### config.mk
export PLATFORM = sky130hd
export DESIGN_NAME = six_wheel_arc_target_accumulator
export DESIGN_NICKNAME = d
export VERILOG_FILES = /design/src/rtl/core/swa_pkg.sv /design/src/rtl/core/six_wheel_arc_target_accumulator.sv /design/src/rtl/core/swa_sqrt.sv /design/src/rtl/core/swa_dp.sv /design/src/rtl/core/swa_ctrl.sv
export SDC_FILE = /design/constraint.sdc
export NUM_CORES = 2
export LEC_CHECK = 0
export BUFFER_PORTS_ARGS = -buffer_cell sky130_fd_sc_hd__buf_4
export CORE_ASPECT_RATIO = 0.7
export CORE_UTILIZATION = 45
export DETAILED_ROUTE_END_ITERATION = 10
export SKIP_LAST_GASP = 1
export SLEW_MARGIN = 10
export SYNTH_ARGS = -nofsm -noshare
export SYNTH_HDL_FRONTEND = slang
export SYNTH_SLANG_ARGS = --single-unit
### constraint.sdc
create_clock -name clk -period 35.4 [get_ports clk]
set_clock_uncertainty 0.2 [all_clocks]
set_input_delay 3.54 -clock clk [delete_from_list [all_inputs] [get_ports clk]]
set_output_delay 3.54 -clock clk [all_outputs]
set_load 0.02 [all_outputs]
### src/rtl/core/swa_pkg.sv
// Shared types, widths and constants of the six-wheel arc target accumulator.
// Used by the controller, the datapath, the square-root unit and the top level.
`timescale 1ns / 1ps

package swa_pkg;

  localparam int MOTOR_COUNT          = 6;
  localparam int POSITION_WIDTH_DEF   = 40;
  localparam int OUT_W                = 40;

  localparam int CFG_W                = 24;
  localparam int CFG_IDX_W            = 2;
  localparam logic [CFG_IDX_W-1:0] CFG_AXLE_TRACK = 2'd0;
  localparam logic [CFG_IDX_W-1:0] CFG_WHEEL_BASE = 2'd1;

  localparam int DIST_W               = 24;
  localparam int RADIUS_W             = 24;
  localparam int ANGLE_W              = 10;
  localparam int LEN9_W               = 26;
  localparam int KANG_W               = 28;
  localparam int ARC_W                = 30;
  localparam int ARC_SHIFT            = 25;
  localparam int MUL_W                = 32;
  localparam int PROD_W               = 64;
  localparam int RAD_W                = 52;
  localparam int ROOT_W               = 26;
  localparam int WHEEL_IDX_W          = 3;

  localparam logic [18:0] DEG_TO_RAD_Q24 = 19'd292818;

  typedef logic [2:0] mul_op_t;
  localparam mul_op_t MUL_KANG = 3'd0;
  localparam mul_op_t MUL_WBSQ = 3'd1;
  localparam mul_op_t MUL_SQ   = 3'd2;
  localparam mul_op_t MUL_MID  = 3'd3;
  localparam mul_op_t MUL_COR  = 3'd4;

  typedef struct packed {
    logic                   capture;
    logic                   mul_en;
    mul_op_t                mul_op;
    logic                   rsel;
    logic                   sqrt_start;
    logic                   wheel_upd;
    logic [WHEEL_IDX_W-1:0] wheel_idx;
    logic                   publish;
  } swa_cmd_t;

  typedef struct packed {
    logic is_turn;
    logic angle_zero;
    logic sqrt_done;
    logic publish_ok;
  } swa_stat_t;

endpackage

### src/rtl/core/six_wheel_arc_target_accumulator.sv
// Top level of the six-wheel arc target accumulator: controller plus datapath.
// Depends on swa_pkg, swa_ctrl and swa_dp.
`timescale 1ns / 1ps

// The block takes one motion command at a time and returns all six wheel targets
// once per command. A straight command goes from dispatch to the wheel updates
// and a turn with zero angle goes from dispatch to publishing; a full turn runs
// through the bit-serial square root, which runs 26 steps once for each of the
// two radii, through the single shared multiplier, and through the saturating
// adder that visits the six wheels one per cycle. The next command is accepted in
// the cycle after the result has been loaded into the output register, which then
// holds it until the receiver takes it.
module six_wheel_arc_target_accumulator #(
  parameter int POSITION_WIDTH = swa_pkg::POSITION_WIDTH_DEF
) (
  input  logic                                clk,
  input  logic                                rst_n,
  input  logic                                cfg_wr_en,
  input  logic [swa_pkg::CFG_IDX_W-1:0]       cfg_index,
  input  logic [swa_pkg::CFG_W-1:0]           cfg_data,
  input  logic                                in_valid,
  output logic                                in_stall,
  input  logic                                in_opcode,
  input  logic signed [swa_pkg::DIST_W-1:0]   in_travel_distance,
  input  logic signed [swa_pkg::RADIUS_W-1:0] in_turn_radius,
  input  logic signed [swa_pkg::ANGLE_W-1:0]  in_turn_angle,
  output logic                                out_valid,
  input  logic                                out_stall,
  output logic signed [swa_pkg::OUT_W-1:0]    out_wheel0_position,
  output logic signed [swa_pkg::OUT_W-1:0]    out_wheel1_position,
  output logic signed [swa_pkg::OUT_W-1:0]    out_wheel2_position,
  output logic signed [swa_pkg::OUT_W-1:0]    out_wheel3_position,
  output logic signed [swa_pkg::OUT_W-1:0]    out_wheel4_position,
  output logic signed [swa_pkg::OUT_W-1:0]    out_wheel5_position
);
  import swa_pkg::*;

  swa_cmd_t         cmd;
  swa_stat_t        stat;
  logic [OUT_W-1:0] out_pos [MOTOR_COUNT];

  swa_ctrl u_swa_ctrl (
    .clk      (clk),
    .rst_n    (rst_n),
    .in_valid (in_valid),
    .in_stall (in_stall),
    .stat     (stat),
    .cmd      (cmd)
  );

  swa_dp #(
    .POSITION_WIDTH (POSITION_WIDTH)
  ) u_swa_dp (
    .clk                (clk),
    .rst_n              (rst_n),
    .cfg_wr_en          (cfg_wr_en),
    .cfg_index          (cfg_index),
    .cfg_data           (cfg_data),
    .in_opcode          (in_opcode),
    .in_travel_distance (in_travel_distance),
    .in_turn_radius     (in_turn_radius),
    .in_turn_angle      (in_turn_angle),
    .cmd                (cmd),
    .stat               (stat),
    .out_stall          (out_stall),
    .out_valid          (out_valid),
    .out_pos            (out_pos)
  );

  assign out_wheel0_position = out_pos[0];
  assign out_wheel1_position = out_pos[1];
  assign out_wheel2_position = out_pos[2];
  assign out_wheel3_position = out_pos[3];
  assign out_wheel4_position = out_pos[4];
  assign out_wheel5_position = out_pos[5];

endmodule

### src/rtl/core/swa_sqrt.sv
// Iterative integer square root, one result bit per cycle, rounded down.
// Depends on swa_pkg for the radicand and root widths.
`timescale 1ns / 1ps

module swa_sqrt (
  input  logic                       clk,
  input  logic                       rst_n,
  input  logic                       start,
  input  logic [swa_pkg::RAD_W-1:0]  radicand,
  output logic [swa_pkg::ROOT_W-1:0] root,
  output logic                       done
);
  import swa_pkg::*;

  localparam int CNT_W = $clog2(ROOT_W + 1);
  localparam int REM_W = ROOT_W + 2;

  logic [RAD_W-1:0]  rad_r;
  logic [REM_W-1:0]  rem_r;
  logic [ROOT_W-1:0] root_r;
  logic [CNT_W-1:0]  cnt_r;
  logic              busy_r;
  logic              done_r;

  logic [REM_W+1:0]  rem_shift;
  logic [REM_W-1:0]  trial;
  logic              fits;
  logic [REM_W+1:0]  rem_diff;

  assign rem_shift = {rem_r, rad_r[RAD_W-1 -: 2]};
  assign trial     = {root_r, 2'b01};
  assign fits      = rem_shift >= {2'b00, trial};
  assign rem_diff  = rem_shift - {2'b00, trial};

  always_ff @(posedge clk) begin
    if (!rst_n) begin
      busy_r <= 1'b0;
      done_r <= 1'b0;
      cnt_r  <= '0;
    end else begin
      done_r <= 1'b0;
      if (start) begin
        busy_r <= 1'b1;
        cnt_r  <= CNT_W'(ROOT_W);
      end else if (busy_r) begin
        cnt_r <= cnt_r - 1'b1;
        if (cnt_r == CNT_W'(1)) begin
          busy_r <= 1'b0;
          done_r <= 1'b1;
        end
      end
    end
  end

  always_ff @(posedge clk) begin
    if (start) begin
      rad_r  <= radicand;
      rem_r  <= '0;
      root_r <= '0;
    end else if (busy_r) begin
      rad_r <= {rad_r[RAD_W-3:0], 2'b00};
      if (fits) begin
        rem_r  <= rem_diff[REM_W-1:0];
        root_r <= {root_r[ROOT_W-2:0], 1'b1};
      end else begin
        rem_r  <= rem_shift[REM_W-1:0];
        root_r <= {root_r[ROOT_W-2:0], 1'b0};
      end
    end
  end

  assign root = root_r;
  assign done = done_r;

endmodule

### src/rtl/core/swa_dp.sv
// Datapath: configuration, shared multiplier, arc registers, saturating wheel targets
// and the output register. Depends on swa_pkg and instantiates swa_sqrt.
`timescale 1ns / 1ps

module swa_dp #(
  parameter int POSITION_WIDTH = swa_pkg::POSITION_WIDTH_DEF
) (
  input  logic                          clk,
  input  logic                          rst_n,
  input  logic                          cfg_wr_en,
  input  logic [swa_pkg::CFG_IDX_W-1:0] cfg_index,
  input  logic [swa_pkg::CFG_W-1:0]     cfg_data,
  input  logic                          in_opcode,
  input  logic signed [swa_pkg::DIST_W-1:0]   in_travel_distance,
  input  logic signed [swa_pkg::RADIUS_W-1:0] in_turn_radius,
  input  logic signed [swa_pkg::ANGLE_W-1:0]  in_turn_angle,
  input  swa_pkg::swa_cmd_t             cmd,
  output swa_pkg::swa_stat_t            stat,
  input  logic                          out_stall,
  output logic                          out_valid,
  output logic [swa_pkg::OUT_W-1:0]     out_pos [swa_pkg::MOTOR_COUNT]
);
  import swa_pkg::*;

  localparam int PW = POSITION_WIDTH;
  localparam logic [WHEEL_IDX_W-1:0] WHEEL_MID_LEFT  = WHEEL_IDX_W'(1);
  localparam logic [WHEEL_IDX_W-1:0] WHEEL_MID_RIGHT = WHEEL_IDX_W'(4);
  localparam logic [WHEEL_IDX_W-1:0] WHEEL_RIGHT_LO  = WHEEL_IDX_W'(3);
  localparam logic signed [PW-1:0] POS_MAX = {1'b0, {(PW-1){1'b1}}};
  localparam logic signed [PW-1:0] POS_MIN = {1'b1, {(PW-1){1'b0}}};

  logic [CFG_W-1:0]           axle_track_r;
  logic [CFG_W-1:0]           wheel_base_r;
  logic                       opcode_r;
  logic signed [DIST_W-1:0]   dist_r;
  logic signed [ANGLE_W-1:0]  ang_r;
  logic signed [LEN9_W-1:0]   inner9_r;
  logic signed [LEN9_W-1:0]   outer9_r;
  logic [KANG_W-1:0]          kang_r;
  logic [RAD_W-1:0]           wbsq_r;
  logic [RAD_W-1:0]           radicand_r;
  logic signed [ARC_W-1:0]    mid_in_r;
  logic signed [ARC_W-1:0]    mid_out_r;
  logic signed [ARC_W-1:0]    cor_in_r;
  logic signed [ARC_W-1:0]    cor_out_r;
  logic signed [PW-1:0]       target_r [MOTOR_COUNT];
  logic [OUT_W-1:0]           out_pos_r [MOTOR_COUNT];
  logic                       out_valid_r;

  logic signed [LEN9_W-1:0]   two_r;
  logic signed [LEN9_W-1:0]   track9;
  logic signed [LEN9_W-1:0]   len9;
  logic                       len_neg;
  logic [LEN9_W-1:0]          len_u;
  logic [LEN9_W-1:0]          len_mag;
  logic                       ang_neg;
  logic [ANGLE_W-1:0]         ang_u;
  logic [ANGLE_W-1:0]         ang_mag;
  logic [ROOT_W-1:0]          hyp;
  logic [MUL_W-1:0]           mul_a;
  logic [MUL_W-1:0]           mul_b;
  logic [PROD_W-1:0]          prod;
  logic [ARC_W-2:0]           arc_mag;
  logic                       arc_neg;
  logic signed [ARC_W-1:0]    arc_val;
  logic signed [ARC_W-1:0]    delta;
  logic                       use_outer;
  logic                       is_mid;
  logic signed [PW:0]         sum;
  logic signed [PW-1:0]       sat_sum;

  swa_sqrt u_swa_sqrt (
    .clk      (clk),
    .rst_n    (rst_n),
    .start    (cmd.sqrt_start),
    .radicand (radicand_r),
    .root     (hyp),
    .done     (stat.sqrt_done)
  );

  assign two_r   = {in_turn_radius[RADIUS_W-1], in_turn_radius, 1'b0};
  assign track9  = {{(LEN9_W-CFG_W){1'b0}}, axle_track_r};

  assign len9    = cmd.rsel ? outer9_r : inner9_r;
  assign len_neg = len9[LEN9_W-1];
  assign len_u   = len9;
  assign len_mag = len_neg ? (LEN9_W'(0) - len_u) : len_u;

  assign ang_neg = ang_r[ANGLE_W-1];
  assign ang_u   = ang_r;
  assign ang_mag = ang_neg ? (ANGLE_W'(0) - ang_u) : ang_u;

  always_comb begin
    mul_a   = '0;
    mul_b   = '0;
    arc_neg = 1'b0;
    unique case (cmd.mul_op)
      MUL_KANG: begin
        mul_a = MUL_W'(ang_mag);
        mul_b = MUL_W'(DEG_TO_RAD_Q24);
      end
      MUL_WBSQ: begin
        mul_a = MUL_W'(wheel_base_r);
        mul_b = MUL_W'(wheel_base_r);
      end
      MUL_SQ: begin
        mul_a = MUL_W'(len_mag);
        mul_b = MUL_W'(len_mag);
      end
      MUL_MID: begin
        mul_a   = MUL_W'(kang_r);
        mul_b   = MUL_W'(len_mag);
        arc_neg = ang_neg ^ len_neg;
      end
      MUL_COR: begin
        mul_a   = MUL_W'(kang_r);
        mul_b   = MUL_W'(hyp);
        arc_neg = ang_neg;
      end
      default: begin
        mul_a   = '0;
        mul_b   = '0;
        arc_neg = 1'b0;
      end
    endcase
  end

  assign prod    = PROD_W'(mul_a) * PROD_W'(mul_b);
  assign arc_mag = prod[ARC_SHIFT +: ARC_W-1];
  assign arc_val = arc_neg ? -$signed({1'b0, arc_mag}) : $signed({1'b0, arc_mag});

  // Right turns put the inner radius on wheels 3 to 5; left turns swap the sides.
  assign use_outer = (cmd.wheel_idx >= WHEEL_RIGHT_LO) ? ang_neg : !ang_neg;
  assign is_mid    = (cmd.wheel_idx == WHEEL_MID_LEFT) || (cmd.wheel_idx == WHEEL_MID_RIGHT);

  always_comb begin
    if (!opcode_r) begin
      delta = ARC_W'(dist_r);
    end else begin
      priority if (is_mid && use_outer) begin
        delta = mid_out_r;
      end else if (is_mid) begin
        delta = mid_in_r;
      end else if (use_outer) begin
        delta = cor_out_r;
      end else begin
        delta = cor_in_r;
      end
    end
  end

  assign sum = (PW+1)'(target_r[cmd.wheel_idx]) + (PW+1)'(delta);

  always_comb begin
    if (sum[PW] != sum[PW-1]) begin
      sat_sum = sum[PW] ? POS_MIN : POS_MAX;
    end else begin
      sat_sum = sum[PW-1:0];
    end
  end

  always_ff @(posedge clk) begin
    if (!rst_n) begin
      axle_track_r <= '0;
      wheel_base_r <= '0;
    end else if (cfg_wr_en) begin
      if (cfg_index == CFG_AXLE_TRACK) begin
        axle_track_r <= cfg_data;
      end
      if (cfg_index == CFG_WHEEL_BASE) begin
        wheel_base_r <= cfg_data;
      end
    end
  end

  always_ff @(posedge clk) begin
    if (cmd.capture) begin
      opcode_r <= in_opcode;
      dist_r   <= in_travel_distance;
      ang_r    <= in_turn_angle;
      inner9_r <= two_r - track9;
      outer9_r <= two_r + track9;
    end
    if (cmd.mul_en) begin
      unique case (cmd.mul_op)
        MUL_KANG: kang_r     <= prod[KANG_W-1:0];
        MUL_WBSQ: wbsq_r     <= prod[RAD_W-1:0];
        MUL_SQ:   radicand_r <= prod[RAD_W-1:0] + wbsq_r;
        MUL_MID: begin
          if (cmd.rsel) begin
            mid_out_r <= arc_val;
          end else begin
            mid_in_r <= arc_val;
          end
        end
        MUL_COR: begin
          if (cmd.rsel) begin
            cor_out_r <= arc_val;
          end else begin
            cor_in_r <= arc_val;
          end
        end
        default: begin
        end
      endcase
    end
  end

  always_ff @(posedge clk) begin
    if (!rst_n) begin
      for (int i = 0; i < MOTOR_COUNT; i++) begin
        target_r[i] <= '0;
      end
    end else if (cmd.wheel_upd) begin
      target_r[cmd.wheel_idx] <= sat_sum;
    end
  end

  always_ff @(posedge clk) begin
    if (!rst_n) begin
      out_valid_r <= 1'b0;
    end else if (cmd.publish) begin
      out_valid_r <= 1'b1;
    end else if (!out_stall) begin
      out_valid_r <= 1'b0;
    end
  end

  for (genvar g = 0; g < MOTOR_COUNT; g++) begin : g_out
    logic signed [PROD_W-1:0] pos_ext;
    assign pos_ext = PROD_W'(target_r[g]);
    always_ff @(posedge clk) begin
      if (cmd.publish) begin
        out_pos_r[g] <= pos_ext[OUT_W-1:0];
      end
    end
    assign out_pos[g] = out_pos_r[g];
  end

  assign out_valid       = out_valid_r;
  assign stat.is_turn    = opcode_r;
  assign stat.angle_zero = (ang_r == '0);
  assign stat.publish_ok = !out_valid_r || !out_stall;

endmodule

### src/rtl/core/swa_ctrl.sv
// Controller state machine that sequences the multiplier, square root and wheel updates.
// Depends on swa_pkg for the command and status structs.
`timescale 1ns / 1ps

module swa_ctrl (
  input  logic               clk,
  input  logic               rst_n,
  input  logic               in_valid,
  output logic               in_stall,
  input  swa_pkg::swa_stat_t stat,
  output swa_pkg::swa_cmd_t  cmd
);
  import swa_pkg::*;

  localparam logic [3:0] S_IDLE      = 4'd0;
  localparam logic [3:0] S_DISPATCH  = 4'd1;
  localparam logic [3:0] S_KANG      = 4'd2;
  localparam logic [3:0] S_WBSQ      = 4'd3;
  localparam logic [3:0] S_SQ        = 4'd4;
  localparam logic [3:0] S_ROOT_GO   = 4'd5;
  localparam logic [3:0] S_ROOT_WAIT = 4'd6;
  localparam logic [3:0] S_MID       = 4'd7;
  localparam logic [3:0] S_COR       = 4'd8;
  localparam logic [3:0] S_UPD       = 4'd9;
  localparam logic [3:0] S_PUB       = 4'd10;

  localparam logic [WHEEL_IDX_W-1:0] LAST_WHEEL = WHEEL_IDX_W'(MOTOR_COUNT - 1);

  logic [3:0]             state_r;
  logic [3:0]             state_nxt;
  logic                   rsel_r;
  logic                   rsel_nxt;
  logic [WHEEL_IDX_W-1:0] widx_r;
  logic [WHEEL_IDX_W-1:0] widx_nxt;

  always_comb begin
    state_nxt      = state_r;
    rsel_nxt       = rsel_r;
    widx_nxt       = widx_r;
    cmd            = '0;
    cmd.rsel       = rsel_r;
    cmd.wheel_idx  = widx_r;
    unique case (state_r)
      S_IDLE: begin
        if (in_valid) begin
          cmd.capture = 1'b1;
          state_nxt   = S_DISPATCH;
        end
      end
      S_DISPATCH: begin
        rsel_nxt = 1'b0;
        widx_nxt = '0;
        priority if (!stat.is_turn) begin
          state_nxt = S_UPD;
        end else if (stat.angle_zero) begin
          state_nxt = S_PUB;
        end else begin
          state_nxt = S_KANG;
        end
      end
      S_KANG: begin
        cmd.mul_en = 1'b1;
        cmd.mul_op = MUL_KANG;
        state_nxt  = S_WBSQ;
      end
      S_WBSQ: begin
        cmd.mul_en = 1'b1;
        cmd.mul_op = MUL_WBSQ;
        state_nxt  = S_SQ;
      end
      S_SQ: begin
        cmd.mul_en = 1'b1;
        cmd.mul_op = MUL_SQ;
        state_nxt  = S_ROOT_GO;
      end
      S_ROOT_GO: begin
        cmd.sqrt_start = 1'b1;
        state_nxt      = S_ROOT_WAIT;
      end
      S_ROOT_WAIT: begin
        if (stat.sqrt_done) begin
          state_nxt = S_MID;
        end
      end
      S_MID: begin
        cmd.mul_en = 1'b1;
        cmd.mul_op = MUL_MID;
        state_nxt  = S_COR;
      end
      S_COR: begin
        cmd.mul_en = 1'b1;
        cmd.mul_op = MUL_COR;
        if (rsel_r) begin
          state_nxt = S_UPD;
        end else begin
          rsel_nxt  = 1'b1;
          state_nxt = S_SQ;
        end
      end
      S_UPD: begin
        cmd.wheel_upd = 1'b1;
        if (widx_r == LAST_WHEEL) begin
          state_nxt = S_PUB;
        end else begin
          widx_nxt = widx_r + 1'b1;
        end
      end
      S_PUB: begin
        if (stat.publish_ok) begin
          cmd.publish = 1'b1;
          state_nxt   = S_IDLE;
        end
      end
      default: begin
        state_nxt = S_IDLE;
      end
    endcase
  end

  always_ff @(posedge clk) begin
    if (!rst_n) begin
      state_r <= S_IDLE;
      rsel_r  <= 1'b0;
      widx_r  <= '0;
    end else begin
      state_r <= state_nxt;
      rsel_r  <= rsel_nxt;
      widx_r  <= widx_nxt;
    end
  end

  assign in_stall = (state_r != S_IDLE);

endmodule

==> results_dict.tcl <==
set metrics [dict create \
    outcome "complete, no violations" \
    grt_pass1_wl_microns 351000 \
    ant_nets 0 \
    cts_setup_buffers 0 \
    cap_violations 0 \
    hpwl_microns 181000 \
    grt_max_degree 78 \
    synth_xor_area_share_pct 3.06 \
    worst_pin_slew_ns 1.41 \
    cts_tree "built" \
    syn_area_sq_um 73600 \
    numCtsBuffers 104 \
    synth-compound-area-share_pct 8.28 \
    die_w_microns 485 \
    grt_setup_unrepaired "no" \
    timing.rr.start "u_swa_ctrl.state_r[0]" \
    slew_headroom_pct 5.39 \
    route.detailed.drc 0 \
    layout.nets 8026 \
    max_stage_delay_ns 0.88 \
    io_pins 332 \
    drtIter0Drc 6176 \
    place_inst 8957 \
    clock_sinks 1071 \
    ys_seq_area_share_pct 42.1 \
    antenna_found_initial 13 \
    hold_class "reg -> reg" \
    htree_levels 3 \
    setup_viol 0 \
    die_area_sq_um 165000 \
    worst_path_most_repeated_cell "inv_1" \
    drt_pass1_iterations 6 \
    ys_types 104 \
    wirelength_microns 238000 \
    worstPathRequired_ns 35.67 \
    core-area_sq_um 161000 \
    cts_buffer_depth 3 \
    whs_ns 0.237 \
    num_vias 52445 \
    synthCells 6678 \
    path_delay_family "adder cells" \
    overflow 0 \
    fin_crit_ns 13.41 \
    synthTopCellsByArea "edfxtp_1 39%, fa_1 17%, ha_1 6.3%" \
    wl_per_cell_microns 26.0 \
    cp.arrival_ns 13.68 \
    muxShareOfSynthArea_pct 5.36 \
    clkLatencyLatePin_ns 0.75 \
    drive_gt1_share_pct 12.8 \
    viasPerCell 5.73 \
    synth-simple-area-share_pct 11.9 \
    synth_top_family_by_area "adder cells" \
    place.gp.congestion 0.987 \
    hold_start "u_swa_dp.target_r[4][25]" \
    synth_fa_ha_area_share_pct 23.3 \
    finalCritPeriodShare_pct 37.9 \
    crit_path_start "u_swa_ctrl.state_r[0]" \
    cp-start-kind "register" \
    async_flop_share_pct 0 \
    hold_viol 0 \
    setup_slack_ns 21.99 \
    instances_no_fill 9159 \
    first_global_vias 51604 \
    clockRootBuffer "clkbuf_16" \
    rows 123 \
    cts-resized-gates 0 \
    ys_dominant_reg_cell "edfxtp_1" \
    tns_ns 0 \
    synth.avg_cell_area_sq_um 11.0 \
    areaGrowthSynthToFinish_pct 11.9 \
    max_freq_ghz 0.0746 \
    synth-seq-cells 1071 \
    synth_fp_nets 7764 \
    slowest_stage "a311o_1" \
    initial_core_util_pct 45.6 \
    grt_util_all_layers_pct 29.0 \
    synth_edf_count 950 \
    cp.buffers_inverters 10 \
    crit_path_end_kind "register" \
    dp_slack_ns 22.44 \
    die_y_microns 340 \
    yosys_warnings 0 \
    fillers 14206 \
    yosys.area.top_type "edfxtp_1" \
    numPortBuffers 331 \
    synth_top_area_share_pct 38.8 \
    crit_type "reg -> reg" \
    slew_viol_final 0 \
    worst-path-max-fanout 34 \
    clkTransAtPathRegs_ns 0.07 \
    cts_hold_buf 0 \
]
==> synthesized netlist by cell type (all sizes together) (10+ instances only) <==
| cell type | n |
|---|---|
| a221oi | 33 |
| a22oi | 18 |
| a21boi | 66 |
| edfxtp | 950 |
| a211oi | 39 |
| fa | 626 |
| a221o | 19 |
| and3 | 39 |
| nand2b | 63 |
| dfxtp | 121 |
| clkbuf | 239 |
| or3 | 21 |
| xnor2 | 158 |
| and2 | 48 |
| nor2 | 864 |
| nor3 | 56 |
| mux2 | 64 |
| o211ai | 26 |
| inv | 856 |
| nor4 | 10 |
| nand3 | 56 |
| nor2b | 34 |
| a21o | 95 |
| a31oi | 34 |
| nand4 | 26 |
| o21bai | 28 |
| a21oi | 215 |
| or2 | 23 |
| mux4 | 110 |
| o31ai | 25 |
| o21a | 38 |
| o21ai | 165 |
| ha | 370 |
| xor2 | 96 |
| buf | 62 |
| mux2i | 74 |
| nor3b | 11 |
| nand2 | 765 |
==> final timing paths <==
kind | to | slack (ns) | depth (start not counted)
setup / recovery | u_swa_dp.radicand_r[49] | 21.99 | 38
hold / removal | u_swa_dp.out_pos_r[4][25] | 0.24 | 0
setup reg to reg | u_swa_dp.radicand_r[49] | 21.99 | 38
hold reg to reg | u_swa_dp.out_pos_r[4][25] | 0.24 | 0
==> worst register-to-register path, delay by kind of cell, from the launching register on <==
kind,cells,cell delay (ns)
AOI/OAI and AO/OA,10,3.32
xor gates and xnor gates,1,0.32
adders and majority gates,9,4.62
buffers and inverters,10,1.70
DFF,1,0.63
muxes,1,0.25
and+or+nand+nor,7,2.10
==> layer usage <==
metal  track usage, %  share of wire [%]
met3             10.6                 13
met2             37.6                 38
met1             45.0                 46
met5                0              0.011
met4             6.49                2.3
==> final cells by class <==
class / count / area (sq um) / share of cell area [%]
Clock buffer: 127 / 2720 / 3.30
Multi-Input combinational cell: 4449 / 38500 / 46.8
Inverter: 857 / 3220 / 3.91
Clock inverter: 70 / 797 / 0.968
Sequential cell: 1071 / 31000 / 37.6
Tap cell: 2125 / 2660 / 3.23
Antenna cell: 3 / 7.51 / 0.00912
Timing Repair Buffer: 457 / 3450 / 4.19
==> stage by stage <==
stage	cell area (sq um)	util [%]
floorplan	73600	-
global placement	78700	48.8
detailed placement	78700	48.8
CTS	82300	51.0
global route	82300	51.0
finish	82300	51.0
==> placed cells by master (no fill, tap or decap), drive strengths merged, types with 10 or more instances in the layout <==
master	Yosys	layout
buf	62	457
nor2b	34	34
nor2	864	864
nand2b	63	63
ha	370	370
mux2i	74	74
nand2	765	765
clkbuf	239	127
o21ai	165	165
or2	23	23
inv	856	867
fa	626	626
a21o	95	95
and3	39	39
mux2	64	64
a221oi	33	33
a221o	19	19
dfxtp	121	121
a22oi	18	18
xnor2	158	158
xor2	96	96
edfxtp	950	950
o21a	38	38
nand3	56	56
a21oi	215	215
nor4	10	10
a31oi	34	34
and2	48	48
bufinv	0	11
nand4	26	26
a21boi	66	66
clkinv	1	45
or3	21	21
a211oi	39	39
mux4	110	110
o211ai	26	26
o31ai	25	25
nor3	56	56
o21bai	28	28
nor3b	11	11
==> flip-flops by register name (all words and copies together) (netlist names), 28 cells and up, named ones only <==
| name | flops |
|---|---|
| u_swa_dp.target_r | 320 |
| u_swa_dp.out_pos_r | 240 |
| u_swa_dp.radicand_r | 52 |
| u_swa_dp.u_swa_sqrt.rad_r | 52 |
| u_swa_dp.wbsq_r | 52 |
| u_swa_dp.cor_in_r | 30 |
| u_swa_dp.cor_out_r | 30 |
| u_swa_dp.mid_in_r | 30 |
| u_swa_dp.mid_out_r | 30 |
| u_swa_dp.kang_r | 28 |
| u_swa_dp.u_swa_sqrt.rem_r | 28 |
==> logic make-up (layout without fill, tap and decap cells) <==
group / after synthesis / after routing
xor gates and xnor gates: 254 / 254
AOI/OAI and AO/OA: 901 / 901
buffers and inverters: 1158 / 1511
other: 0 / 3
DFF: 1071 / 1071
adders and majority gates: 996 / 996
muxes: 248 / 248
and+or+nand+nor: 2050 / 2050
Power is left out: the tool's default activity adds up to more than one toggle a clock period on the data nets, which glitch-free logic cannot reach.
